### src/hdl/pcd_pkg.sv
`default_nettype none
// ----------------------------------------------------------------------------
// pcd_pkg
// Shared types and constants for the serial command decoder: timing pairs,
// command characters and the state and result records.
// ----------------------------------------------------------------------------
package pcd_pkg;

	localparam int MAX_DIGITS_DEF = 3;

	// widest decimal value that three digits can form (999)
	localparam int VAL_W  = 10;
	localparam int BYTE_W = 8;
	localparam int UP_W   = 9;
	localparam int LO_W   = 11;
	localparam int OBS_W  = 8;
	localparam int DIG_W  = 4;

	localparam logic [UP_W-1:0]  UP_NORMAL   = UP_W'(400);
	localparam logic [LO_W-1:0]  LO_NORMAL   = LO_W'(1000);
	localparam logic [UP_W-1:0]  UP_SLEEP    = UP_W'(500);
	localparam logic [LO_W-1:0]  LO_SLEEP    = LO_W'(1200);
	localparam logic [UP_W-1:0]  UP_EXERCISE = UP_W'(300);
	localparam logic [LO_W-1:0]  LO_EXERCISE = LO_W'(800);
	localparam logic [UP_W-1:0]  UP_MANUAL   = UP_W'(300);
	localparam logic [LO_W-1:0]  LO_MANUAL   = LO_W'(1200);
	localparam logic [OBS_W-1:0] OBS_RESET   = OBS_W'(1);
	localparam logic [VAL_W-1:0] OBS_LIMIT   = VAL_W'(256);
	localparam logic [VAL_W-1:0] DEC_BASE    = VAL_W'(10);

	localparam logic [BYTE_W-1:0] CHR_UPPER_A = 8'h41;
	localparam logic [BYTE_W-1:0] CHR_UPPER_Z = 8'h5A;
	localparam logic [BYTE_W-1:0] CASE_OFFSET = 8'h20;
	localparam logic [BYTE_W-1:0] CHR_DIGIT_0 = 8'h30;
	localparam logic [BYTE_W-1:0] CHR_DIGIT_9 = 8'h39;
	localparam logic [BYTE_W-1:0] CHR_LF      = 8'h0A;
	localparam logic [BYTE_W-1:0] CHR_CR      = 8'h0D;
	localparam logic [BYTE_W-1:0] CMD_NORMAL  = 8'h6E; // n
	localparam logic [BYTE_W-1:0] CMD_SLEEP   = 8'h73; // s
	localparam logic [BYTE_W-1:0] CMD_EXER    = 8'h65; // e
	localparam logic [BYTE_W-1:0] CMD_MANUAL  = 8'h6D; // m
	localparam logic [BYTE_W-1:0] CMD_ATRIAL  = 8'h61; // a
	localparam logic [BYTE_W-1:0] CMD_VENT    = 8'h76; // v
	localparam logic [BYTE_W-1:0] CMD_OBS     = 8'h6F; // o

	typedef struct packed {
		logic             entry;
		logic             manual;
		logic [UP_W-1:0]  upper;
		logic [LO_W-1:0]  lower;
		logic [OBS_W-1:0] obs;
	} pcd_state_t;

	typedef struct packed {
		logic [UP_W-1:0]  upper;
		logic [LO_W-1:0]  lower;
		logic [OBS_W-1:0] obs;
		logic             manual;
		logic             force_a;
		logic             force_v;
	} pcd_result_t;

endpackage
`default_nettype wire

### src/hdl/pcd_decoder.sv
`default_nettype none
// ----------------------------------------------------------------------------
// pcd_decoder
// Next-state and result logic for one received byte: command decode,
// decimal entry window and observation interval load.
// ----------------------------------------------------------------------------
module pcd_decoder #(
	parameter int MAX_DIGITS = pcd_pkg::MAX_DIGITS_DEF,
	localparam int WIN   = (MAX_DIGITS < 1) ? 1 : ((MAX_DIGITS > 3) ? 3 : MAX_DIGITS),
	localparam int CNT_W = $clog2(WIN + 1),
	localparam int IDX_W = (WIN > 1) ? $clog2(WIN) : 1
) (
	input  wire logic [pcd_pkg::BYTE_W-1:0] key_byte,
	input  wire pcd_pkg::pcd_state_t        cur_state,
	input  wire logic [CNT_W-1:0]           cur_count,
	input  wire logic [pcd_pkg::DIG_W-1:0]  cur_win [WIN],
	output pcd_pkg::pcd_state_t             nxt_state,
	output logic [CNT_W-1:0]                nxt_count,
	output logic [pcd_pkg::DIG_W-1:0]       nxt_win [WIN],
	output pcd_pkg::pcd_result_t            result
);

	logic [pcd_pkg::BYTE_W-1:0] lc;
	logic [pcd_pkg::VAL_W-1:0]  value;
	logic                       is_digit;
	logic                       is_eol;
	logic                       fa;
	logic                       fv;

	assign is_digit = (key_byte >= pcd_pkg::CHR_DIGIT_0) && (key_byte <= pcd_pkg::CHR_DIGIT_9);
	assign is_eol   = (key_byte == pcd_pkg::CHR_LF) || (key_byte == pcd_pkg::CHR_CR);

	// fold upper-case letters down
	always_comb begin
		if ((key_byte >= pcd_pkg::CHR_UPPER_A) && (key_byte <= pcd_pkg::CHR_UPPER_Z)) begin
			lc = key_byte + pcd_pkg::CASE_OFFSET;
		end else begin
			lc = key_byte;
		end
	end

	// accumulate the held digits, oldest first
	always_comb begin
		value = '0;
		for (int i = 0; i < WIN; i++) begin
			if (CNT_W'(i) < cur_count) begin
				value = pcd_pkg::VAL_W'(value * pcd_pkg::DEC_BASE
					+ pcd_pkg::VAL_W'(cur_win[i]));
			end
		end
	end

	always_comb begin
		nxt_state = cur_state;
		nxt_count = cur_count;
		nxt_win   = cur_win;
		fa        = 1'b0;
		fv        = 1'b0;
		if (cur_state.entry) begin
			if (is_digit) begin
				if (cur_count < CNT_W'(WIN)) begin
					nxt_win[cur_count[IDX_W-1:0]] = key_byte[pcd_pkg::DIG_W-1:0];
					nxt_count = cur_count + CNT_W'(1);
				end else begin
					// drop the oldest digit
					for (int i = 0; i + 1 < WIN; i++) begin
						nxt_win[i] = cur_win[i + 1];
					end
					nxt_win[WIN-1] = key_byte[pcd_pkg::DIG_W-1:0];
				end
			end else if (is_eol) begin
				if ((value != '0) && (value < pcd_pkg::OBS_LIMIT)) begin
					nxt_state.obs = value[pcd_pkg::OBS_W-1:0];
				end
				nxt_state.entry = 1'b0;
			end
		end else begin
			case (lc)
				pcd_pkg::CMD_NORMAL: begin
					nxt_state.upper  = pcd_pkg::UP_NORMAL;
					nxt_state.lower  = pcd_pkg::LO_NORMAL;
					nxt_state.manual = 1'b0;
				end
				pcd_pkg::CMD_SLEEP: begin
					nxt_state.upper  = pcd_pkg::UP_SLEEP;
					nxt_state.lower  = pcd_pkg::LO_SLEEP;
					nxt_state.manual = 1'b0;
				end
				pcd_pkg::CMD_EXER: begin
					nxt_state.upper  = pcd_pkg::UP_EXERCISE;
					nxt_state.lower  = pcd_pkg::LO_EXERCISE;
					nxt_state.manual = 1'b0;
				end
				pcd_pkg::CMD_MANUAL: begin
					if (!cur_state.manual) begin
						nxt_state.upper  = pcd_pkg::UP_MANUAL;
						nxt_state.lower  = pcd_pkg::LO_MANUAL;
						nxt_state.manual = 1'b1;
					end else begin
						nxt_state.upper  = pcd_pkg::UP_NORMAL;
						nxt_state.lower  = pcd_pkg::LO_NORMAL;
						nxt_state.manual = 1'b0;
					end
				end
				pcd_pkg::CMD_ATRIAL: begin
					fa = cur_state.manual;
				end
				pcd_pkg::CMD_VENT: begin
					fv = cur_state.manual;
				end
				pcd_pkg::CMD_OBS: begin
					nxt_state.entry = 1'b1;
					nxt_count       = '0;
				end
				default: begin
				end
			endcase
		end
	end

	assign result.upper   = nxt_state.upper;
	assign result.lower   = nxt_state.lower;
	assign result.obs     = nxt_state.obs;
	assign result.manual  = nxt_state.manual;
	assign result.force_a = fa;
	assign result.force_v = fv;

endmodule
`default_nettype wire

### src/hdl/pacing_command_decoder_top.sv
`default_nettype none
// ----------------------------------------------------------------------------
// pacing_command_decoder_top
// Serial command decoder: one received byte in, one timing/status beat out.
// ----------------------------------------------------------------------------
// Input channel: in_valid / in_stall with key_byte. A beat is taken at a
// rising edge with in_valid high and in_stall low.
// Output channel: out_valid / out_stall with the six result fields. Every
// input beat produces exactly one output beat, in order.
// Path: a taken byte lands in the input register, and its result is loaded
// into the result register when the byte advances (two register stages).
// Throughput: one byte per cycle while out_stall stays low; decode is a single short pass
// of logic between the input register and the result register.
// Stall: while out_stall holds a waiting result, the input register keeps
// advancing only if the result register frees up; once both stages are
// full, in_stall rises until the receiver takes the waiting beat.
// Reset (arst_n low): normal timing pair 400/1000, observation interval 1,
// manual mode off, no entry in progress, both stages empty.
// ----------------------------------------------------------------------------
module pacing_command_decoder_top #(
	parameter int MAX_DIGITS = pcd_pkg::MAX_DIGITS_DEF
) (
	input  wire logic                        clk,
	input  wire logic                        arst_n,
	input  wire logic                        in_valid,
	output logic                             in_stall,
	input  wire logic [pcd_pkg::BYTE_W-1:0]  key_byte,
	output logic                             out_valid,
	input  wire logic                        out_stall,
	output logic [pcd_pkg::UP_W-1:0]         upper_rate_interval_ms,
	output logic [pcd_pkg::LO_W-1:0]         lower_rate_interval_ms,
	output logic [pcd_pkg::OBS_W-1:0]        observation_interval,
	output logic                             manual_active,
	output logic                             force_atrial_pace,
	output logic                             force_ventricular_pace
);

	localparam int WIN   = (MAX_DIGITS < 1) ? 1 : ((MAX_DIGITS > 3) ? 3 : MAX_DIGITS);
	localparam int CNT_W = $clog2(WIN + 1);

	// input stage
	logic                       valid_s1;
	logic [pcd_pkg::BYTE_W-1:0] key_s1;

	// decoder state
	pcd_pkg::pcd_state_t        state_q;
	logic [CNT_W-1:0]           count_q;
	logic [pcd_pkg::DIG_W-1:0]  win_q [WIN];

	// result stage
	logic                       valid_s2;
	pcd_pkg::pcd_result_t       res_s2;

	pcd_pkg::pcd_state_t        nxt_state;
	logic [CNT_W-1:0]           nxt_count;
	logic [pcd_pkg::DIG_W-1:0]  nxt_win [WIN];
	pcd_pkg::pcd_result_t       result;

	logic                       adv_s2;
	logic                       adv_s1;
	logic                       take_in;

	// the result register can load when empty or when its beat leaves now
	assign adv_s2   = !valid_s2 || !out_stall;
	assign adv_s1   = valid_s1 && adv_s2;
	assign in_stall = valid_s1 && !adv_s2;
	assign take_in  = in_valid && !in_stall;

	pcd_decoder #(
		.MAX_DIGITS(MAX_DIGITS)
	) u_dec (
		.key_byte  (key_s1),
		.cur_state (state_q),
		.cur_count (count_q),
		.cur_win   (win_q),
		.nxt_state (nxt_state),
		.nxt_count (nxt_count),
		.nxt_win   (nxt_win),
		.result    (result)
	);

	// input register: hold while the byte cannot move on
	always_ff @(posedge clk or negedge arst_n) begin
		if (!arst_n) begin
			valid_s1 <= 1'b0;
		end else if (take_in) begin
			valid_s1 <= 1'b1;
		end else if (adv_s1) begin
			valid_s1 <= 1'b0;
		end
	end

	always_ff @(posedge clk) begin
		if (take_in) begin
			key_s1 <= key_byte;
		end
	end

	// commit the decoder state only when the byte advances into the result stage
	always_ff @(posedge clk or negedge arst_n) begin
		if (!arst_n) begin
			state_q.entry  <= 1'b0;
			state_q.manual <= 1'b0;
			state_q.upper  <= pcd_pkg::UP_NORMAL;
			state_q.lower  <= pcd_pkg::LO_NORMAL;
			state_q.obs    <= pcd_pkg::OBS_RESET;
			count_q        <= '0;
			for (int i = 0; i < WIN; i++) begin
				win_q[i] <= '0;
			end
		end else if (adv_s1) begin
			state_q <= nxt_state;
			count_q <= nxt_count;
			win_q   <= nxt_win;
		end
	end

	// result register: load on advance, drop the valid once the beat is taken
	always_ff @(posedge clk or negedge arst_n) begin
		if (!arst_n) begin
			valid_s2 <= 1'b0;
		end else if (adv_s2) begin
			valid_s2 <= valid_s1;
		end
	end

	always_ff @(posedge clk) begin
		if (adv_s1) begin
			res_s2 <= result;
		end
	end

	assign out_valid              = valid_s2;
	assign upper_rate_interval_ms = res_s2.upper;
	assign lower_rate_interval_ms = res_s2.lower;
	assign observation_interval   = res_s2.obs;
	assign manual_active          = res_s2.manual;
	assign force_atrial_pace      = res_s2.force_a;
	assign force_ventricular_pace = res_s2.force_v;

endmodule
`default_nettype wire

### config.mk
export PLATFORM = sky130hd
export DESIGN_NAME = pacing_command_decoder_top
export DESIGN_NICKNAME = d
export VERILOG_FILES = /design/src/hdl/pcd_pkg.sv /design/src/hdl/pcd_decoder.sv /design/src/hdl/pacing_command_decoder_top.sv
export SDC_FILE = /design/constraint.sdc
export NUM_CORES = 1
export LEC_CHECK = 0
export ABC_AREA = 1
export BUFFER_PORTS_ARGS = -buffer_cell sky130_fd_sc_hd__buf_2
export CAP_MARGIN = 20
export CORE_AREA = 2 2 94 96
export DETAILED_ROUTE_END_ITERATION = 8
export DIE_AREA = 0 0 96 98
export GPL_TIMING_DRIVEN = 0
export HOLD_SLACK_MARGIN = 0.06
export PLACE_DENSITY = 0.79
export SLEW_MARGIN = 10
export SYNTH_ARGS = -nofsm -noshare
export SYNTH_HDL_FRONTEND = slang
export SYNTH_SLANG_ARGS = --single-unit
### constraint.sdc
create_clock -name clk -period 4.85 [get_ports clk]
set_input_delay 0.2425 -clock clk [delete_from_list [all_inputs] [get_ports clk]]
set_output_delay 0.2425 -clock clk [all_outputs]
set_load 0.02 [all_outputs]
==> results.toml, run 1 <==
[place]
dpl-instance-area_um2 = 5290
pre_cts_slack_ns = 0.0598
detailed_place_hpwl_um = 7060
io_buffer_count = 44
dp_cells = 729
gp_congestion = 0.871

[critical_path]
crit_required_ns = 4.96
worstSetupStartpointType = "flip-flop"
arrival_time_at_the_worst_endpoint_ns = 4.65
timing.critical_path.to_type = "flip-flop"
timing.critical_path.fanout_max = 10
timing_worst_setup_path_type = "reg -> reg"

[logic_synthesis]
postSynth.asyncResetShare_pct = 54.1
synth-main-ff-cell = "edfxtp_1"
ys_seq_elements = 85
postSynthNetCount = 617
syn_area_um2 = 4910
ys_seq_area_share_pct = 47.5
synthesis.area_per_instance_um2 = 8.53
synthesis.yosys.warnings = 0
synth.lib_cells_used.distinct = 42
synth_edf_count = 39
syn_inst = 576

[die]
ioPinCount = 45
placeableCoreArea_um2 = 8470
design.die.area_um2 = 9410
initial_core_util_pct = 58.1
placementRows = 34
floorplan.die.width_um = 96
floorplan.die.height_um = 98

[final_layout]
antenna_cells = 0
layout-drive-gt1-share_pct = 22.0
layout.cell_area.non_filler_um2 = 5730
final_common_cell = "nand2_1"
layout.nets = 690
areaGrowthSynthToFinish_pct = 16.6
mostFrequentLayoutCells = "177 x nand2_1, 66 x inv_1, 49 x buf_2"
finalNonFillerCells = 762

[timing]
postLayoutSetupSlackWorst_ns = 0.312
max_freq_ghz = 0.220
report.final.setup_viol = 0
post-route-min-period_ns = 4.54
timing_worst_slew_pin_value_ns = 0.649
fin_crit_sh_pct = 93.6
final.hold.worst_slack_ns = 0.157
hold_viol_final = 0
slew_headroom_pct = 56.3
finalMaxSlewViolations = 0
finalClockSkew_ns = 0.0111

[global_routing]
grt_use_total_pct = 22.0
grt_pass1_wl_um = 16500
grt_remaining_overflow = 0
first_global_vias = 3735
grt_antenna_before_repair = 0
grt_max_degree = 47

[clock_tree]
cts_sinks = 85
cts_buffers = 9
clk_latency_ns = 0.36
cts-htree-levels = 3
tritoncts = "done"
clk_pin_slew_worst_paths_ns = 0.09
ctsLongestPathBuffers = 2
cts_root_buffer = "clkbuf_8"

[detailed_routing]
detailroute.via_count = 3984
drt_wl_total_um = 9750
drtPass1Iterations = 5
drt_drc_violations_left = 0
detail-route-antenna-nets = 0
wl_per_cell_um = 12.8
route.detailed.vias_per_inst = 5.23
initialDrtViolationCount = 196

[power]
total_power_mw = 2.60
leakage_nw = 2.88
power_density_normalized_to_cell_area_nw_per_um2 = 453
vdd_ir_drop_max_v = 0.000242

[worst_hold_path]
type_of_the_tightest_min_delay_check = "in -> reg"

[status]
status = "finished clean"

[flow_run]
max_cap_violations = 0
==> cell usage after synthesis (2+ instances only) <==
master / instances / area, um^2
mux2_2: 2 / 22.5
buf_2: 5 / 25.0
clkinv_1: 2 / 7.51
ha_1: 27 / 338
mux2i_1: 2 / 20.0
nor4_1: 3 / 18.8
dfstp_2: 10 / 263
nand3_1: 44 / 220
clkbuf_1: 4 / 15.0
nand3_2: 5 / 50.1
inv_1: 68 / 255
dfrtp_1: 36 / 901
buf_4: 2 / 15.0
inv_2: 8 / 30.0
o21ai_0: 31 / 155
nand3_4: 2 / 35.0
a21oi_1: 12 / 60.1
nand2_1: 178 / 668
o21ai_1: 3 / 15.0
nor3_1: 2 / 10.0
xnor2_1: 3 / 26.3
o22ai_1: 5 / 31.3
nor2_1: 24 / 90.1
and2_1: 9 / 56.3
o211ai_1: 3 / 22.5
edfxtp_1: 39 / 1170
nor2_2: 5 / 31.3
nand3b_1: 5 / 37.5
nand2_4: 2 / 22.5
nand2_2: 12 / 75.1
nand4_1: 7 / 43.8
a31oi_1: 3 / 18.8
fa_1: 2 / 40.0
buf_6: 3 / 33.8
==> sequential cells by signal (all words and copies together) (netlist names) <==
| signal | flops |
|---|---|
| observation_interval | 8 |
| upper_rate_interval_ms | 9 |
| count_q | 2 |
| lower_rate_interval_ms | 11 |
| manual_active | 1 |
| valid_s1 | 1 |
| state_q | 30 |
| key_s1 | 8 |
| force_atrial_pace | 1 |
| win_q | 12 |
| force_ventricular_pace | 1 |
| out_valid | 1 |
==> power by group <==
| group | switching, mW | internal, mW |
|---|---|---|
| clock network | 0.285 | 0.251 |
| registers | 0.0742 | 0.914 |
| logic | 0.674 | 0.400 |
==> layer usage <==
metal,track usage [%],wire length (um),vias to the layer above
met5,0,0,-
met1,30.3,4470,1846
li1,-,-,2033
met2,36.1,4820,95
met3,3.55,357,10
met4,6.37,98,0
==> area by class of cell <==
class | instances | area (um^2)
multi-input combinational | 401 | 2270
clock buffer | 9 | 124
inverter | 78 | 295
buffer | 14 | 90.1
clock inverter | 7 | 91.3
tap | 108 | 135
timing repair buffer | 60 | 388
fill | 664 | 2730
sequential | 85 | 2330
==> worst max-delay path: stages (launching register included) <==
cell and delay (ns):
dfrtp_1 0.42, inv_1 0.12, ha_2 0.21, inv_2 0.04, buf_6 0.13, nand2_1 0.11, inv_1 0.06, ha_1 0.20
ha_1 0.18, inv_1 0.06, nand2_1 0.08, nand2_1 0.07, nand3_1 0.09, and2_1 0.19, ha_1 0.30, ha_1 0.23
inv_1 0.08, fa_2 0.44, inv_2 0.10, nand2_2 0.07, nor2_2 0.13, nand2_1 0.08, o21ai_1 0.15, nand3_2 0.19
nor2_4 0.25, nand3_1 0.12, and2_1 0.19
==> worst paths after layout <==
check	start	to	slack [ns]	cells past startpoint
min in group asynchronous	arst_n	out_valid$_DFFE_PN0P_	0.29	2
worst min-delay path	out_stall	out_valid$_DFFE_PN0P_	0.16	3
max in group asynchronous	arst_n	state_q[0]$_DFFE_PN1P_	4.02	3
worst max register to register	count_q[0]$_DFFE_PN0P_	observation_interval[6]$_DFFE_PP_	0.31	26
worst min register to register	state_q[23]$_DFFE_PN1P_	state_q[23]$_DFFE_PN1P_	0.47	2
worst max-delay path	count_q[0]$_DFFE_PN0P_	observation_interval[6]$_DFFE_PP_	0.31	26
==> per-stage QoR <==
stage	setup TNS (ns)	util (%)
after floorplan	0	-
after global placement	0	62.3
after detailed placement	0	62.5
after CTS	0	66.0
after global routing	-0.215	67.7
final	0	67.7
==> what timing repair did <==
action | CTS | global route
hold buffers | 8 | 1
setup buffers | 0 | 5
endpoints found under the setup margin | 0 | 16
hold endpoints to repair | 8 | 9
resized for setup | 0 | 18
==> cell families after synthesis <==
| kind of cell | share of synthesized area, % |
|---|---|
| muxes | 0.866 |
| xor gates and xnor gates | 0.713 |
| adders and majority gates | 7.69 |
| and+or+nand+nor | 28.9 |
| AOI/OAI and AO/OA | 6.54 |
| DFF | 47.5 |
| buffers and inverters | 7.76 |
(Power assumes the default switching activity.)
==> run 2, diff against run 1 <==
SETUP_SLACK_MARGIN = 0.5   (was default)
==> run 2 against run 1 <==
  * Via count rose by 6.2%
  * Count of clock-buffer cells in the layout did not move
  * Flip-flop and latch count did not move
  * Clock skew fell by 0.0017 ns
  * Setup slack improved by 0.23 ns
  * First-iteration DRC count did not move
  * Final cell count rose by 3.1%
  * Sequential share of layout area fell by 3.6 points
  * Routed wire length rose by 14%
  * Combinational power rose by 42%
  * Critical path depth rose by 3
==> results.toml, run 2 (synthesized netlist as in run 1, its figures left out) <==
[place]
io_buffer_count = 44
dpl-instance-area_um2 = 5290
dp_cells = 729
detailed_place_hpwl_um = 7060
pre_cts_slack_ns = 0.0598
gp_congestion = 0.871

[critical_path]
timing.critical_path.fanout_max = 8
r2r-end = "observation_interval[1]$_DFFE_PP_"
critPathSlowestCell = "dfrtp_1"
timing.reg2reg.setup_slack_ns = 0.54
r2r_start = "count_q[1]$_DFFE_PN0P_"
r2r_cells = 29
arrival_time_at_the_worst_endpoint_ns = 4.43
critical_path.endpoint = "observation_interval[1]$_DFFE_PP_"
worstSetupStartpointType = "flip-flop"
timing.critical_path.to_type = "flip-flop"
timing_worst_setup_path_type = "reg -> reg"
crit_required_ns = 4.96
crit_start = "count_q[1]$_DFFE_PN0P_"
slowest_cell_delay_on_critical_path_ns = 0.40

[final_layout]
layout.nets = 714
areaGrowthSynthToFinish_pct = 27.8
finish.utilization_pct = 74.2
antenna_cells = 0
mostFrequentLayoutCells = "168 x nand2_1, 58 x inv_1, 49 x buf_2"
layout-drive-gt1-share_pct = 32.6
regMostFlops = "state_q"
layout.cell_area.non_filler_um2 = 6280
largest_register_ffs = 30
final_common_cell = "nand2_1"
fillerInstances = 564
finalNonFillerCells = 786

[die]
ioPinCount = 45
design.die.area_um2 = 9410
floorplan.die.height_um = 98
floorplan.die.width_um = 96
initial_core_util_pct = 58.1
placementRows = 34
placeableCoreArea_um2 = 8470

[clock_tree]
clk_pin_slew_worst_paths_ns = 0.09
cts_sinks = 85
cts_buffers = 9
clk_latency_ns = 0.35
cts_root_buffer = "clkbuf_8"
ctsLongestPathBuffers = 2
tritoncts = "done"
cts-htree-levels = 3

[global_routing]
grt_remaining_overflow = 0
grt_pass1_wl_um = 17100
grt_antenna_before_repair = 0
grt_max_degree = 47
grt_use_total_pct = 22.9
first_global_vias = 3872

[flow_run]
max_cap_violations = 0

[worst_hold_path]
type_of_the_tightest_min_delay_check = "in -> reg"
worst_hold_path_depth = 3

[power]
leakage_nw = 3.02
power_density_normalized_to_cell_area_nw_per_um2 = 485
total_power_mw = 3.05
vdd_ir_drop_max_v = 0.000263

[timing]
final.hold.worst_slack_ns = 0.155
fin_crit_sh_pct = 88.9
max_freq_ghz = 0.232
rsz0062_at_grt = "yes"
finalMaxSlewViolations = 0
postLayoutSetupSlackWorst_ns = 0.537
report.final.setup_viol = 0
finalClockSkew_ns = 0.00938
timing_worst_slew_pin_value_ns = 0.819
setup_tns_final_ns = 0
slew_headroom_pct = 44.8
post-route-min-period_ns = 4.31
hold_viol_final = 0

[status]
status = "finished clean"

[detailed_routing]
detail-route-antenna-nets = 0
route.detailed.vias_per_inst = 5.38
initialDrtViolationCount = 196
drt_wl_total_um = 11100
drtPass1Iterations = 5
drt_drc_violations_left = 0
wl_per_cell_um = 14.2
detailroute.via_count = 4230
==> run 2: worst min-delay path by stage <==
stage                     start                      end  slack, ns
floorplan                arst_n   count_q[0]$_DFFE_PN0P_      -0.05
global placement    key_byte[7]      key_s1[7]$_DFFE_PP_       0.42
detailed placement  key_byte[2]      key_s1[2]$_DFFE_PP_       0.42
CTS                      arst_n  state_q[24]$_DFFE_PN0P_        0.1
global route          out_stall    out_valid$_DFFE_PN0P_       0.19
finish                out_stall    out_valid$_DFFE_PN0P_       0.15
==> run 2: cell type report <==
type | instances | area [um^2] | share of cell area [%]
multi-input combinational | 401 | 2630 | 41.9
sequential | 85 | 2330 | 37.2
timing repair buffer | 84 | 581 | 9.24
inverter | 78 | 295 | 4.70
tap | 108 | 135 | 2.15
clock buffer | 9 | 124 | 1.97
clock inverter | 7 | 91.3 | 1.45
buffer | 14 | 90.1 | 1.43
==> run 2: layer usage <==
metal,vias to the layer above,track usage (%),routed length (um)
met5,-,0,0
met4,0,7.14,188
met3,22,3.55,553
met2,151,37.6,5630
met1,1978,31.3,4780
li1,2079,-,-
==> run 2: worst max-delay path, delay by kind of cell, from the launching register on <==
kind,cells,cell delay (ns)
XOR/XNOR,1,0.23
adder cells (fa/ha/maj),5,1.15
buffers and inverters,5,0.41
flip-flops,1,0.40
AND/OR/NAND/NOR,18,1.88
==> run 2: what timing repair did <==
action / 4_1_cts / 5_1_grt
hold buffers: 8 / 1
resized for setup: 22 / 71
endpoints found under the setup margin: 16 / 16
gates cloned: 2 / 0
setup buffers: 8 / 21
hold endpoints to repair: 8 / 9
pin swaps: 10 / 29
==> run 2: power breakdown <==
group	switching (mW)	leakage (nW)	internal (mW)
Sequential	0.0777	0.921	0.914
Combinational	0.838	1.99	0.678
Clock	0.287	0.105	0.251
Total	1.20	3.02	1.84
==> run 3, diff against run 2 <==
RECOVER_POWER = 100   (was default)
==> run 3 against run 2 <==
  * Count of clock-buffer cells in the layout is the same
  * Core utilization shrank 1.7 points
  * Hold slack lost 0.0029 ns
  * Critical path type unchanged
  * The flow now finishes with violations (max-capacitance violations, max-slew violations)
  * Setup slack lost 0.11 ns
  * Clock power grew 0.9%
==> results.toml, run 3 (synthesized netlist as in run 1, its figures left out) <==
[status]
status = "finished with violations"
violated_checks = "max-capacitance violations, max-slew violations"

[timing]
setup_tns_final_ns = 0
max_freq_ghz = 0.226
rsz0062_at_grt = "yes"
fin_crit_sh_pct = 91.2
timing_worst_slew_pin_value_ns = 1.96
slew_headroom_pct = -30.6
post-route-min-period_ns = 4.42
hold_viol_final = 0
report.final.setup_viol = 0
finalClockSkew_ns = 0.0128
finalMaxSlewViolations = 78

[detailed_routing]
route.detailed.vias_per_inst = 5.36
initialDrtViolationCount = 174
detail-route-antenna-nets = 0
drt_drc_violations_left = 0
drt_wl_total_um = 11200
drtPass1Iterations = 5
detailroute.via_count = 4213
wl_per_cell_um = 14.3

[critical_path]
timing.critical_path.to_type = "flip-flop"
r2r-end = "observation_interval[1]$_DFFE_PP_"
r2r_cells = 30
worstSetupStartpointType = "flip-flop"
r2r_start = "count_q[0]$_DFFE_PN0P_"
arrival_time_at_the_worst_endpoint_ns = 4.54
timing_worst_setup_path_type = "reg -> reg"
worst_path_most_repeated_cell = "nand2_1"
timing.reg2reg.setup_slack_ns = 0.43
crit_required_ns = 4.96
critPathSlowestCell = "fa_2"
slowest_cell_delay_on_critical_path_ns = 0.39
timing.critical_path.fanout_max = 8

[worst_hold_path]
holdPathEnd = "out_valid$_DFFE_PN0P_"
worst_hold_path_depth = 3
holdCritStartpoint = "out_stall"
type_of_the_tightest_min_delay_check = "in -> reg"

[die]
initial_core_util_pct = 58.1
placeableCoreArea_um2 = 8470
floorplan.die.width_um = 96
ioPinCount = 45
floorplan.die.height_um = 98
design.die.area_um2 = 9410
placementRows = 34

[final_layout]
fillerInstances = 599
layout.nets = 714
finish.utilization_pct = 72.5
regMostFlops = "state_q"
largest_register_ffs = 30
regArea_um2 = 2330
layout.cell_area.non_filler_um2 = 6140
mostFrequentLayoutCells = "173 x nand2_1, 59 x inv_1, 47 x clkbuf_1"
layout-drive-gt1-share_pct = 24.6
antenna_cells = 0
final_common_cell = "nand2_1"
multi_input_area_um2 = 2590
areaGrowthSynthToFinish_pct = 24.9

[global_routing]
grt_use_total_pct = 22.9
grt_pass1_wl_um = 17100
grt_max_degree = 47
first_global_vias = 3872
grt_remaining_overflow = 0
grt_antenna_before_repair = 0

[clock_tree]
clk_latency_ns = 0.36
cts_root_buffer = "clkbuf_8"
clk_pin_slew_worst_paths_ns = 0.10
cts-htree-levels = 3
tritoncts = "done"
cts_buffers = 9
cts_sinks = 85
ctsLongestPathBuffers = 2

[power]
vdd_ir_drop_max_v = 0.000266
leakage_nw = 2.85
power_density_normalized_to_cell_area_nw_per_um2 = 491

[place]
io_buffer_count = 44
gp_congestion = 0.871
dpl-instance-area_um2 = 5290
detailed_place_hpwl_um = 7060

[flow_run]
max_cap_violations = 2
run 3: cell count changes in the layout (fill, tap and decap cells not counted), moves of 3 or more:
cell      previous run  this run
clkbuf_1             3        47
buf_2               49        13
nand2_1            168       173
buf_4               30        26
nand2_2             14        11
nor2_1              20        23
nor2_2               4         1
run 3: through the flow:
step / instances / setup slack [ns] / power (mW) / hold WS, ns
final: 786 / 0.426 / 3.01 / 0.152
after global routing: 786 / 0.217 / 3.20 / 0.185
after CTS: 763 / 0.515 / 2.63 / 0.0955
after detailed placement: 729 / 0.0598 / 1.97 / 0.421
after global placement: 728 / 0.142 / 1.93 / 0.419
after floorplan: 576 / 0.650 / 1.75 / -0.0531
run 3: routing by layer:
metal | part of all wire [%] | wire, um | vias up | track usage [%]
met5 | 0 | 0 | - | 0
met4 | 1.3 | 148 | 0 | 7.14
met3 | 4.6 | 512 | 16 | 3.55
met2 | 51 | 5700 | 129 | 37.6
met1 | 43 | 4860 | 1987 | 31.3
li1 | - | - | 2081 | -
run 3: area by class of cell:
type,instances,area share (%)
sequential,85,38.0
tap,108,2.20
timing repair buffer,84,8.17
multi-input combinational,401,42.2
buffer,14,1.04
clock inverter,7,1.49
clock buffer,9,2.02
inverter,78,4.81
run 3: worst max-delay path by stage:
| stage | from | end | slack [ns] | cells after the start |
|---|---|---|---|---|
| 4_1_cts | count_q[0]$_DFFE_PN0P_ | observation_interval[6]$_DFFE_PP_ | 0.51 | 26 |
| 2_1_floorplan | count_q[1]$_DFFE_PN0P_ | observation_interval[0]$_DFFE_PP_ | 0.65 | 26 |
| 3_5_place_dp | count_q[1]$_DFFE_PN0P_ | observation_interval[0]$_DFFE_PP_ | 0.06 | 26 |
| 6_report | count_q[0]$_DFFE_PN0P_ | observation_interval[1]$_DFFE_PP_ | 0.43 | 30 |
| 3_3_place_gp | count_q[1]$_DFFE_PN0P_ | observation_interval[0]$_DFFE_PP_ | 0.14 | 26 |
| 5_1_grt | count_q[0]$_DFFE_PN0P_ | observation_interval[1]$_DFFE_PP_ | 0.22 | 30 |
run 3: where the power goes:
group	internal (mW)	total [mW]	switching [mW]	leakage [nW]
combinational	0.649	1.48	0.828	1.83
clock	0.251	0.542	0.291	0.105
sequential	0.916	0.996	0.0796	0.921
run 3: timing repair:
action                     4_1_cts  5_1_grt
hold buffers                     8        1
setup buffers                    8       21
setup endpoints to repair       16       16
gates cloned                     2        0
hold endpoints to repair         8        9
pin swaps                       10       29
gates resized for setup         22       71
run 3: worst max-delay path: cells and delay by family, from the launching register on:
kind / cells / cell delay, ns
AND/OR/NAND/NOR: 20 / 2.12
adder cells (fa/ha/maj): 4 / 1.09
flip-flops: 1 / 0.38
buffers and inverters: 5 / 0.32
XOR/XNOR: 1 / 0.28
